### src/hw/rtl/jhmi_pkg.sv
// shared types, constants and log2 helpers for the joint histogram mutual information core
package jhmi_pkg;

    localparam int MAX_SAMPLES = 65536;
    localparam int MAX_BINS    = 64;
    localparam int SAMPLE_W    = 16;

    localparam int CFG_W    = 7;
    localparam int CFG_RESET = 16;
    localparam int CNT_W    = $clog2(MAX_SAMPLES) + 1;
    localparam int ADDR_W   = $clog2(MAX_SAMPLES);
    localparam int BIN_W    = $clog2(MAX_BINS);
    localparam int JADDR_W  = 2 * BIN_W;
    localparam int POS_W    = $clog2(CNT_W);
    localparam int FRAC_W   = 16;
    localparam int LOG_W    = POS_W + FRAC_W;
    localparam int PROD_W   = CNT_W + LOG_W;
    localparam int SUM_W    = PROD_W + 2;
    localparam int T_W      = SUM_W + 1;
    localparam int DIFF_W   = LOG_W + 2;
    localparam int JPROD_W  = CNT_W + 1 + DIFF_W;
    localparam int NBIN_W   = SAMPLE_W + 1 + BIN_W;
    localparam int DIVC_W   = $clog2(SUM_W + 1);
    localparam int MAGC_W   = 24;
    localparam int HX_W     = 20;
    localparam int MI_W     = 21;
    localparam int LN2_W    = 16;
    localparam logic [LN2_W-1:0] LN2_Q16 = 16'd45426;

    typedef enum logic [4:0] {
        OP_NONE,
        OP_CLR,
        OP_BIN_RD,
        OP_BIN_MUL,
        OP_BIN_DIV,
        OP_BIN_HRD,
        OP_BIN_HWR,
        OP_ENT_RD,
        OP_ENT_LOG,
        OP_ENT_MUL,
        OP_ENT_ACC,
        OP_JNT_RD,
        OP_JNT_LOG,
        OP_JNT_MUL,
        OP_JNT_ACC,
        OP_DIV_X,
        OP_WAIT_X,
        OP_DIV_Y,
        OP_WAIT_Y,
        OP_DIV_M,
        OP_WAIT_M,
        OP_SCALE,
        OP_OUT
    } op_t;

    typedef struct packed {
        logic load;
        op_t  op;
    } cmd_t;

    typedef struct packed {
        logic clr_last;
        logic div_last;
        logic sample_last;
        logic ent_last;
        logic jnt_last;
        logic div_done;
    } status_t;

    typedef logic [FRAC_W-1:0] frac_tab_t [256];

    // floor(65536 * log2(1 + i/256)) by repeated squaring, evaluated at elaboration
    function automatic frac_tab_t build_frac();
        frac_tab_t          tab;
        logic [63:0]        m;
        logic [FRAC_W-1:0]  f;
        for (int i = 0; i < 256; i++)
        begin
            m = 64'(256 + i) << 22;
            f = '0;
            for (int k = 0; k < FRAC_W; k++)
            begin
                m = (m * m) >> 30;
                f = {f[FRAC_W-2:0], 1'b0};
                if (m >= 64'h8000_0000)
                begin
                    f[0] = 1'b1;
                    m    = m >> 1;
                end
            end
            tab[i] = f;
        end
        return tab;
    endfunction

    localparam frac_tab_t FRAC_TABLE = build_frac();

    // leading-one position in the integer part, table fraction from the next 8 bits
    function automatic logic [LOG_W-1:0] log2q(input logic [CNT_W-1:0] c);
        logic [POS_W-1:0] p;
        logic [CNT_W+7:0] sh;
        p = '0;
        for (int k = 0; k < CNT_W; k++)
        begin
            if (c[k])
            begin
                p = POS_W'(k);
            end
        end
        sh = {c, 8'b0} >> p;
        if (c == '0)
        begin
            return '0;
        end
        return {p, FRAC_TABLE[sh[7:0]]};
    endfunction

endpackage

### src/hw/rtl/jhmi_ctrl.sv
// sequencer for sample loading, histogram build and information evaluation
module jhmi_ctrl (
    input  logic              clk,
    input  logic              rst_n,
    input  logic              start,
    input  logic              last,
    input  jhmi_pkg::status_t status,
    output jhmi_pkg::cmd_t    cmd,
    output logic              busy,
    output logic              done
);

    import jhmi_pkg::*;

    typedef enum logic [4:0] {
        S_IDLE,
        S_CLR,
        S_BIN_RD,
        S_BIN_MUL,
        S_BIN_DIV,
        S_BIN_HRD,
        S_BIN_HWR,
        S_ENT_RD,
        S_ENT_LOG,
        S_ENT_MUL,
        S_ENT_ACC,
        S_JNT_RD,
        S_JNT_LOG,
        S_JNT_MUL,
        S_JNT_ACC,
        S_DIV_X,
        S_WAIT_X,
        S_DIV_Y,
        S_WAIT_Y,
        S_DIV_M,
        S_WAIT_M,
        S_SCALE,
        S_OUT
    } state_t;

    state_t state_reg, state_next;
    logic   busy_reg;
    logic   done_reg;
    logic   load;

    assign load = start & ~busy_reg;

    always_comb
    begin
        state_next = state_reg;
        unique case (state_reg)
            S_IDLE:    if (load && last) state_next = S_CLR;
            S_CLR:     if (status.clr_last) state_next = S_BIN_RD;
            S_BIN_RD:  state_next = S_BIN_MUL;
            S_BIN_MUL: state_next = S_BIN_DIV;
            S_BIN_DIV: if (status.div_last) state_next = S_BIN_HRD;
            S_BIN_HRD: state_next = S_BIN_HWR;
            S_BIN_HWR: state_next = status.sample_last ? S_ENT_RD : S_BIN_RD;
            S_ENT_RD:  state_next = S_ENT_LOG;
            S_ENT_LOG: state_next = S_ENT_MUL;
            S_ENT_MUL: state_next = S_ENT_ACC;
            S_ENT_ACC: state_next = status.ent_last ? S_JNT_RD : S_ENT_RD;
            S_JNT_RD:  state_next = S_JNT_LOG;
            S_JNT_LOG: state_next = S_JNT_MUL;
            S_JNT_MUL: state_next = S_JNT_ACC;
            S_JNT_ACC: state_next = status.jnt_last ? S_DIV_X : S_JNT_RD;
            S_DIV_X:   state_next = S_WAIT_X;
            S_WAIT_X:  if (status.div_done) state_next = S_DIV_Y;
            S_DIV_Y:   state_next = S_WAIT_Y;
            S_WAIT_Y:  if (status.div_done) state_next = S_DIV_M;
            S_DIV_M:   state_next = S_WAIT_M;
            S_WAIT_M:  if (status.div_done) state_next = S_SCALE;
            S_SCALE:   state_next = S_OUT;
            S_OUT:     state_next = S_IDLE;
            default:   state_next = S_IDLE;
        endcase
    end

    always_comb
    begin
        cmd.load = load;
        unique case (state_reg)
            S_IDLE:    cmd.op = OP_NONE;
            S_CLR:     cmd.op = OP_CLR;
            S_BIN_RD:  cmd.op = OP_BIN_RD;
            S_BIN_MUL: cmd.op = OP_BIN_MUL;
            S_BIN_DIV: cmd.op = OP_BIN_DIV;
            S_BIN_HRD: cmd.op = OP_BIN_HRD;
            S_BIN_HWR: cmd.op = OP_BIN_HWR;
            S_ENT_RD:  cmd.op = OP_ENT_RD;
            S_ENT_LOG: cmd.op = OP_ENT_LOG;
            S_ENT_MUL: cmd.op = OP_ENT_MUL;
            S_ENT_ACC: cmd.op = OP_ENT_ACC;
            S_JNT_RD:  cmd.op = OP_JNT_RD;
            S_JNT_LOG: cmd.op = OP_JNT_LOG;
            S_JNT_MUL: cmd.op = OP_JNT_MUL;
            S_JNT_ACC: cmd.op = OP_JNT_ACC;
            S_DIV_X:   cmd.op = OP_DIV_X;
            S_WAIT_X:  cmd.op = OP_WAIT_X;
            S_DIV_Y:   cmd.op = OP_DIV_Y;
            S_WAIT_Y:  cmd.op = OP_WAIT_Y;
            S_DIV_M:   cmd.op = OP_DIV_M;
            S_WAIT_M:  cmd.op = OP_WAIT_M;
            S_SCALE:   cmd.op = OP_SCALE;
            S_OUT:     cmd.op = OP_OUT;
            default:   cmd.op = OP_NONE;
        endcase
    end

    always_ff @(posedge clk or negedge rst_n)
    begin
        if (!rst_n)
        begin
            state_reg <= S_IDLE;
            busy_reg  <= 1'b0;
            done_reg  <= 1'b0;
        end
        else
        begin
            state_reg <= state_next;
            busy_reg  <= (state_next != S_IDLE);
            done_reg  <= (state_reg == S_OUT);
        end
    end

    assign busy = busy_reg;
    assign done = done_reg;

endmodule

### config.mk
export PLATFORM = sky130hd
export DESIGN_NAME = jhmi_ctrl
export DESIGN_NICKNAME = d
export VERILOG_FILES = /design/src/hw/rtl/jhmi_pkg.sv /design/src/hw/rtl/jhmi_ctrl.sv
export SDC_FILE = /design/constraint.sdc
export NUM_CORES = 1
export LEC_CHECK = 0
export BUFFER_PORTS_ARGS = -buffer_cell sky130_fd_sc_hd__clkbuf_2
export CAP_MARGIN = 20
export CORE_AREA = 3 3 40 42
export DETAILED_ROUTE_END_ITERATION = 8
export DIE_AREA = 0 0 43 45
export MAX_ROUTING_LAYER = met4
export PLACE_DENSITY = 0.75
export SYNTH_ARGS = -nofsm -noshare
export SYNTH_HDL_FRONTEND = slang
export SYNTH_SLANG_ARGS = --single-unit
### constraint.sdc
create_clock -name clk -period 2.4 [get_ports clk]
set_input_delay 0.36 -clock clk [delete_from_list [all_inputs] [get_ports clk]]
set_output_delay 0.36 -clock clk [all_outputs]
set_load 0.01 [all_outputs]
==> results of run 1 <==
## layer usage
metal / global-route usage / wire [um] / vias to the layer above
li1: - / - / 252
met4: 0.07229 / 27 / 0
met2: 0.2156 / 605 / 7
met5: - / 0 / -
met3: 0.03187 / 28 / 2
met1: 0.1712 / 522 / 237
## area by class of cell
class | instances | area share
multi-input cells | 46 | 0.4817
flip-flops and latches | 7 | 0.2846
repair buffers | 18 | 0.1545
clock buffers | 4 | 0.04268
well taps | 15 | 0.03049
inverters | 1 | 0.006098
## power groups by stage
stage / Clock (mW) / Sequential [mW] / Combinational [mW]
floorplan: 0 / 0.199 / 0.360
global placement: 0 / 0.284 / 0.348
detailed placement: 0 / 0.286 / 0.354
CTS: 0.104 / 0.283 / 0.359
global route: 0.113 / 0.297 / 0.408
finish: 0.102 / 0.287 / 0.356
## cell families after synthesis
| family | count (synthesis) |
|---|---|
| AO/OA/AOI/OAI | 21 |
| buffers and inverters | 7 |
| flip-flops | 7 |
| AND/OR/NAND/NOR | 25 |
## final timing paths
path                         startpoint           end  slack (ns)  depth (start not counted)
hold reg to reg            state_reg[0]          done        0.77                          1
setup / recovery           state_reg[1]          busy        0.54                          4
min in group asynchronous         rst_n  state_reg[0]        0.50                          2
setup reg to reg           state_reg[1]          busy        0.54                          4
max in group asynchronous         rst_n          busy        1.73                          2
hold / removal                status[3]  state_reg[2]        0.49                          3
## through the flow
step	utilization	cells	hold slack, ns
2_1_floorplan	-	60	0.06441
3_3_place_gp	0.4508	86	0.1958
3_5_place_dp	0.4508	86	0.1982
4_1_cts	0.4791	91	0.4859
5_1_grt	0.4791	91	0.5150
6_report	0.4791	91	0.4893
## layout by cell type (no fill, tap or decap), drive strengths merged
cell	synthesis	final
a211o	1	1
a21oi	7	7
and3	2	2
clkbuf	0	21
o21bai	1	1
o2bb2ai	1	1
inv	1	1
dfrtp	7	7
a31o	1	1
nor4	1	1
nand4b	1	1
o32ai	1	1
or3b	1	1
nor2	3	3
nand2	2	2
dlygate4sd3	0	1
nor3	2	2
or4	1	1
and2	2	2
a2111oi	1	1
or4bb	1	1
o21a	2	2
nor2b	4	4
a211oi	1	1
o21ai	4	4
a41o	1	1
or2	1	1
nand2b	3	3
or4b	1	1
## critical path, stage by stage (launching register included)
cell	delay, ns
dfrtp_1	0.58
or3b_1	0.38
a21oi_1	0.14
nor3_1	0.08
or4_1	0.53
## timing repair
item	CTS	global route
endpoints found under the hold margin	7	0
setup buffers	0	0
hold buffers	1	0
==> results.cfg, run 1 <==
[synth]
synthMuxAreaShare = 0
synth-seq-cells = 7
yosysTopAreaCell = dfrtp_1
synth_top_family_by_area = simple AND/OR/NAND/NOR gates
avgSynthCellArea_um2 = 8.571
synthFlopType = dfrtp_1
yosysWarningCount = 0
post-synth-top-area-fraction = 0.3406
synth_area_um2 = 514.2
synth_commonest_cells = a21oi_1, dfrtp_1, buf_2, nor2b_1, o21ai_0
synth.top_cells.by_area = dfrtp_1, a21oi_1, nor2b_1, buf_2, o21ai_0
synth_edf_count = 0
synth_compound_area_frac = 0.2725
ys_types = 30
async_flop_share = 1.000
yosys.area_share.adder = 0
synth_xor_area_frac = 0
synth-seq-area-share = 0.3406
synth_fp_nets = 70
synth_cells = 60
synthSimpleGateAreaFrac = 0.3041

[power_and_ir_drop]
power_density_nw_per_um2 = 1209
p_clk_frac = 0.137
switchingPower_mw = 0.3339
p_leak_nw = 0.2791
finalPower_mw = 0.7446
combPwrFrac = 0.478
ir_worst_vdd_uv = 646.7
seqPwrFrac = 0.385
power.internal_mw = 0.4106
switching_share = 0.4485

[layout]
drive_gt1_frac = 0.2895
multi_input_area_um2 = 296.5
fillers = 125
syn2layout_area_growth_pct = 19.71
design_area_um2 = 615.6
num-nets-final = 87
register_area_um2 = 175.2
antenna_cells = 0
largest_reg_flops = 5

[clocking]
htree_num_levels = 1
cts_buffer_depth = 2
cts_tree = built
numCtsBuffers = 3
cts_sinks = 7
path_clk_slew_ns = 0.05
clock_latency_ns = 0.24
ctsRootBufferMaster = clkbuf_4
cts-resized-gates = 0

[global_routing]
grt_usage = 0.1395
overflow = 0
grt_max_degree = 18
antenna_found_initial = 0
grt_pass1_wl_um = 2001
grt_pass1_vias = 466

[placement]
io_buffers = 17
place_hpwl_um = 860.5
gp_congestion = 0.7807
dpl_worst_slack_ns = 0.5552
postPlaceCellArea_um2 = 579.3

[detailed_routing]
ant_nets = 0
wl_per_cell_um = 13.00
drt_iter0_markers = 5
via_per_inst = 5.473
drc_errors = 0
wl_um = 1183
first_pass_iters = 2
dr_total_vias = 498

[worst_setup_path]
end_kind = flip-flop
cp_max_fo = 14
critPathKind = flip-flop to flip-flop
critPathLaunchType = flip-flop
cp.arrival_ns = 1.96
required_ns = 2.50

[timing]
setup_viol_count_final = 0
relSlewSlack = 0.7229
final.setup.tns_ns = 0
maxSlewViolCount = 0
max_freq_ghz = 0.5370
finalWorstSetupSlack_ns = 0.5377
rsz0062_at_grt = false
tightest_slew_ns = 0.4051
layout_min_cycle_time_ns = 1.862
final.period_utilization = 0.7760
finClkSkew_ns = 0.006255
final-hold-violation-count = 0

[worst_hold_path]
hp-class = primary input to flip-flop

[job]
cap_violations = 0

[floorplanning]
start_util = 0.4002
ioPinCount = 18
die_x_um = 43
core-area_um2 = 1285
rows = 13
dieHeight_um = 45
die-area_um2 = 1935

[outcome]
status = finished clean
(Power assumes the default switching activity.)
==> run 2: changes to the inputs <==
--- a/config.mk
+++ b/config.mk
@@ -11,7 +11,7 @@
 export DETAILED_ROUTE_END_ITERATION = 8
 export DIE_AREA = 0 0 43 45
 export MAX_ROUTING_LAYER = met4
-export PLACE_DENSITY = 0.75
+export PLACE_DENSITY = 0.78
 export SYNTH_ARGS = -nofsm -noshare
 export SYNTH_HDL_FRONTEND = slang
 export SYNTH_SLANG_ARGS = --single-unit
==> constraint.sdc (replaced) <==
create_clock -name clk -period 1.6 [get_ports clk]
set_input_delay 0.24 -clock clk [delete_from_list [all_inputs] [get_ports clk]]
set_output_delay 0.24 -clock clk [all_outputs]
set_load 0.01 [all_outputs]
==> results.cfg, run 2 (same netlist as run 1, synthesis figures left out) <==
[timing]
maxSlewViolCount = 0
max_freq_ghz = 0.5736
finClkSkew_ns = 0.01477
relSlewSlack = 0.8144
setup_viol_count_final = 5
rsz0062_at_grt = true
tightest_slew_ns = 0.2779
final-hold-violation-count = 0
layout_min_cycle_time_ns = 1.743
finalWorstSetupSlack_ns = -0.1435
final.period_utilization = 1.090

[worst_setup_path]
rr_endpoint = busy
crit_end = busy
cp_max_fo = 6
critPathLaunchType = flip-flop
crit_start = state_reg[1]
required_ns = 1.72
rrSetupSlack_ns = -0.14
reg2reg_depth = 4
critPathKind = flip-flop to flip-flop
end_kind = flip-flop
rr_startpoint = state_reg[1]
cp.arrival_ns = 1.87

[placement]
postPlaceCellArea_um2 = 699.4
place_hpwl_um = 1089
gp_congestion = 0.8172
dp_cells = 102
io_buffers = 17
dpl_worst_slack_ns = -0.1211

[floorplanning]
core-area_um2 = 1285
dieHeight_um = 45
die_x_um = 43
start_util = 0.4002
die-area_um2 = 1935
ioPinCount = 18
rows = 13

[detailed_routing]
dr_total_vias = 677
wl_um = 2017
first_pass_iters = 4
via_per_inst = 5.836
drc_errors = 0
ant_nets = 0
wl_per_cell_um = 17.39
drt_iter0_markers = 19

[global_routing]
grt_pass1_wl_um = 2477
grt_max_degree = 11
grt_pass1_vias = 570
grt_usage = 0.1756
antenna_found_initial = 0
overflow = 0

[clocking]
cts_sinks = 7
clock_latency_ns = 0.26
numCtsBuffers = 3
htree_num_levels = 1
ctsRootBufferMaster = clkbuf_4
cts_buffer_depth = 2
path_clk_slew_ns = 0.06
cts_tree = built

[power_and_ir_drop]
ir_worst_vdd_uv = 1001
p_leak_nw = 0.4314
power_density_nw_per_um2 = 2087

[layout]
antenna_cells = 0
design_area_um2 = 955.9
final_common_cell = buf_4
num-nets-final = 112
syn2layout_area_growth_pct = 85.89
drive_gt1_frac = 0.7129
layout_common_cells = buf_4, clkbuf_2, buf_6
stdcell_count = 116
largest_reg_flops = 5
utilization = 0.7439

[job]
cap_violations = 0

[outcome]
violations = setup timing
status = finished with violations

[worst_hold_path]
hp-class = primary input to asynchronous set/reset pin
-- run 2: cell types whose count changed in the layout (fill, tap and decap cells not counted), sizes merged --
cell    delta
buf       +29
clkinv     +1
clkbuf     -5
-- run 2: layout make-up --
cell class,instances,area (um2)
clock buffer,3,22.52
clock inverter,1,5.005
fill,77,329.1
inverter,1,3.754
multi-input combinational,46,411.6
sequential,7,181.4
tap,15,18.77
timing repair buffer,43,312.8
-- run 2: worst min path at each step --
stage | startpoint | endpoint | slack, ns
after floorplan | rst_n | busy | -0.06
after global placement | rst_n | done | 0.08
after detailed placement | rst_n | state_reg[4] | 0.08
after CTS | rst_n | state_reg[4] | 0.35
after global routing | rst_n | busy | 0.35
final | rst_n | state_reg[2] | 0.34
-- run 2: critical path: stages (launching register included) --
cell	delay, ns
dfrtp_2	0.44
or3b_4	0.40
a21oi_2	0.14
nor3_1	0.08
or4_1	0.55
-- run 2: power breakdown --
part	leakage [nW]	internal (mW)	total, mW	switching [mW]
logic	0.334	0.805	1.44	0.638
registers	0.0799	0.253	0.388	0.135
clock network	0.0177	0.0916	0.163	0.0718
total	0.431	1.15	1.99	0.845
-- run 2: layer usage --
layer | wire length [um] | track usage
met1 | 873 | 0.2123
met2 | 1048 | 0.2725
met3 | 81 | 0.02789
met4 | 12 | 0.1145
met5 | 0 | -
-- run 2: per-stage QoR --
stage	total power, mW	hold WS (ns)	TNS [ns]
after CTS	1.500	0.3512	-0.1459
final	1.995	0.3405	-0.2555
after global routing	2.102	0.3515	-0.5862
after detailed placement	1.227	0.08287	-0.1211
after global placement	1.196	0.07676	-0.08762
after floorplan	0.8383	-0.05559	0
-- run 2: repair_timing --
action / in CTS / in global routing
resized for setup: 9 / 42
setup endpoints to repair: 5 / 5
endpoints found under the hold margin: 7 / 0
setup buffers: 2 / 8
pin swaps: 0 / 10
hold buffers: 1 / 0
==> run 3: changes to the inputs <==
==> constraint.sdc (replaced) <==
create_clock -name clk -period 1.6 [get_ports clk]
set_input_delay 0.32 -clock clk [delete_from_list [all_inputs] [get_ports clk]]
set_output_delay 0.32 -clock clk [all_outputs]
set_load 0.1 [all_outputs]
==> results.cfg, run 3 (same netlist as run 1, synthesis figures left out) <==
[worst_setup_path]
end_kind = flip-flop
cp_max_fo = 4
required_ns = 1.73
cp_slowest_cell = or4_1
critPathKind = flip-flop to flip-flop
cpLargestDelayFamily = simple AND/OR/NAND/NOR gates
path_buf_inv = 0
critPathMaxStageDelay_ns = 0.52
cp.arrival_ns = 1.87
path_cells = or3b_4, a21oi_2, nor3_1, or4_1
critPathLaunchType = flip-flop

[timing]
tightest_slew_ns = 0.5408
finalWorstSetupSlack_ns = -0.1372
max_freq_ghz = 0.5756
layout_min_cycle_time_ns = 1.737
final.setup.tns_ns = -0.4827
rsz0062_at_grt = true
setup_viol_count_final = 7
relSlewSlack = 0.6410
final-hold-violation-count = 0
finClkSkew_ns = 0.0009729
maxSlewViolCount = 0
final.period_utilization = 1.086

[layout]
design_area_um2 = 1044
layout_common_cells = clkbuf_2, buf_6, buf_4
drive_gt1_frac = 0.7347
syn2layout_area_growth_pct = 102.9
fillers = 71
num-nets-final = 109
antenna_cells = 0
largest_reg_flops = 5

[power_and_ir_drop]
p_leak_nw = 0.4484
power.internal_mw = 1.284
p_clk_frac = 0.066
combPwrFrac = 0.802
ir_worst_vdd_uv = 1451
seqPwrFrac = 0.132
switchingPower_mw = 1.312
switching_share = 0.5055
power_density_nw_per_um2 = 2488

[detailed_routing]
ant_nets = 0
drt_iter0_markers = 17
first_pass_iters = 6
via_per_inst = 5.788
drc_errors = 0
dr_total_vias = 654
wl_um = 1947
wl_per_cell_um = 17.23

[outcome]
violations = setup timing
status = finished with violations

[floorplanning]
start_util = 0.4002
ioPinCount = 18
core-area_um2 = 1285
die-area_um2 = 1935
dieHeight_um = 45
die_x_um = 43
rows = 13

[clocking]
ctsRootBufferMaster = clkbuf_4
htree_num_levels = 1
clock_latency_ns = 0.26
cts_buffer_depth = 2
numCtsBuffers = 3
cts_tree = built
cts_sinks = 7
path_clk_slew_ns = 0.06

[placement]
gp_congestion = 0.8820
dpl_worst_slack_ns = -0.1081
place_hpwl_um = 1063
io_buffers = 17
postPlaceCellArea_um2 = 795.8

[global_routing]
grt_pass1_vias = 695
grt_usage = 0.2195
grt_pass1_wl_um = 3008
overflow = 0
antenna_found_initial = 0
grt_max_degree = 10

[job]
cap_violations = 0

[worst_hold_path]
hp-class = primary input to asynchronous set/reset pin
[run 3: layer usage]
layer	GRT usage	vias up	share of wire
met2	0.3653	36	0.52
met1	0.2291	311	0.37
met4	0.1867	0	0.051
met5	-	-	0
li1	-	296	-
met3	0.03187	11	0.056
[run 3: timing repair]
item	in CTS	in global routing
buffers inserted	10	0
pin swaps	6	8
endpoints found under the setup margin	6	8
hold buffers	1	0
resized for setup	20	19
hold endpoints to repair	7	0
[run 3: final timing paths]
check	start	endpoint	slack, ns	cells past startpoint
worst max-delay path	state_reg[0]	busy	-0.14	4
worst min-delay path	rst_n	state_reg[4]	0.43	2
worst max register to register	state_reg[0]	busy	-0.14	4
worst min register to register	state_reg[3]	state_reg[2]	0.67	2
max in group asynchronous	rst_n	busy	0.98	2
min in group clk	status[3]	state_reg[2]	0.45	3
[run 3: power by group through the flow]
| stage | Combinational [mW] | Sequential [mW] | Clock [mW] |
|---|---|---|---|
| after global routing | 2.18 | 0.350 | 0.179 |
| after global placement | 1.50 | 0.342 | 0 |
| after detailed placement | 1.52 | 0.346 | 0 |
| final | 2.08 | 0.343 | 0.172 |
| after CTS | 1.84 | 0.323 | 0.171 |
| after floorplan | 0.994 | 0.355 | 0 |
[run 3: metrics by stage]
stage          hold WS (ns)    util  power, mW  std cells
6_report             0.4281  0.8121      2.596        113
5_1_grt              0.4460  0.8121      2.706        113
4_1_cts              0.4287  0.7468      2.338        113
3_5_place_dp         0.1582  0.6193      1.869         99
3_3_place_gp         0.1559  0.6193      1.842         99
2_1_floorplan       0.02441       -      1.349         60
[run 3: layout make-up]
class                           count  area, um2  area share
Multi-Input combinational cell     46      417.9      0.4005
Timing Repair Buffer               40      391.6      0.3753
Sequential cell                     7      183.9      0.1763
Clock buffer                        3      22.52     0.02158
Tap cell                           15      18.77     0.01799
Clock inverter                      1      5.005    0.004796
Inverter                            1      3.754    0.003597
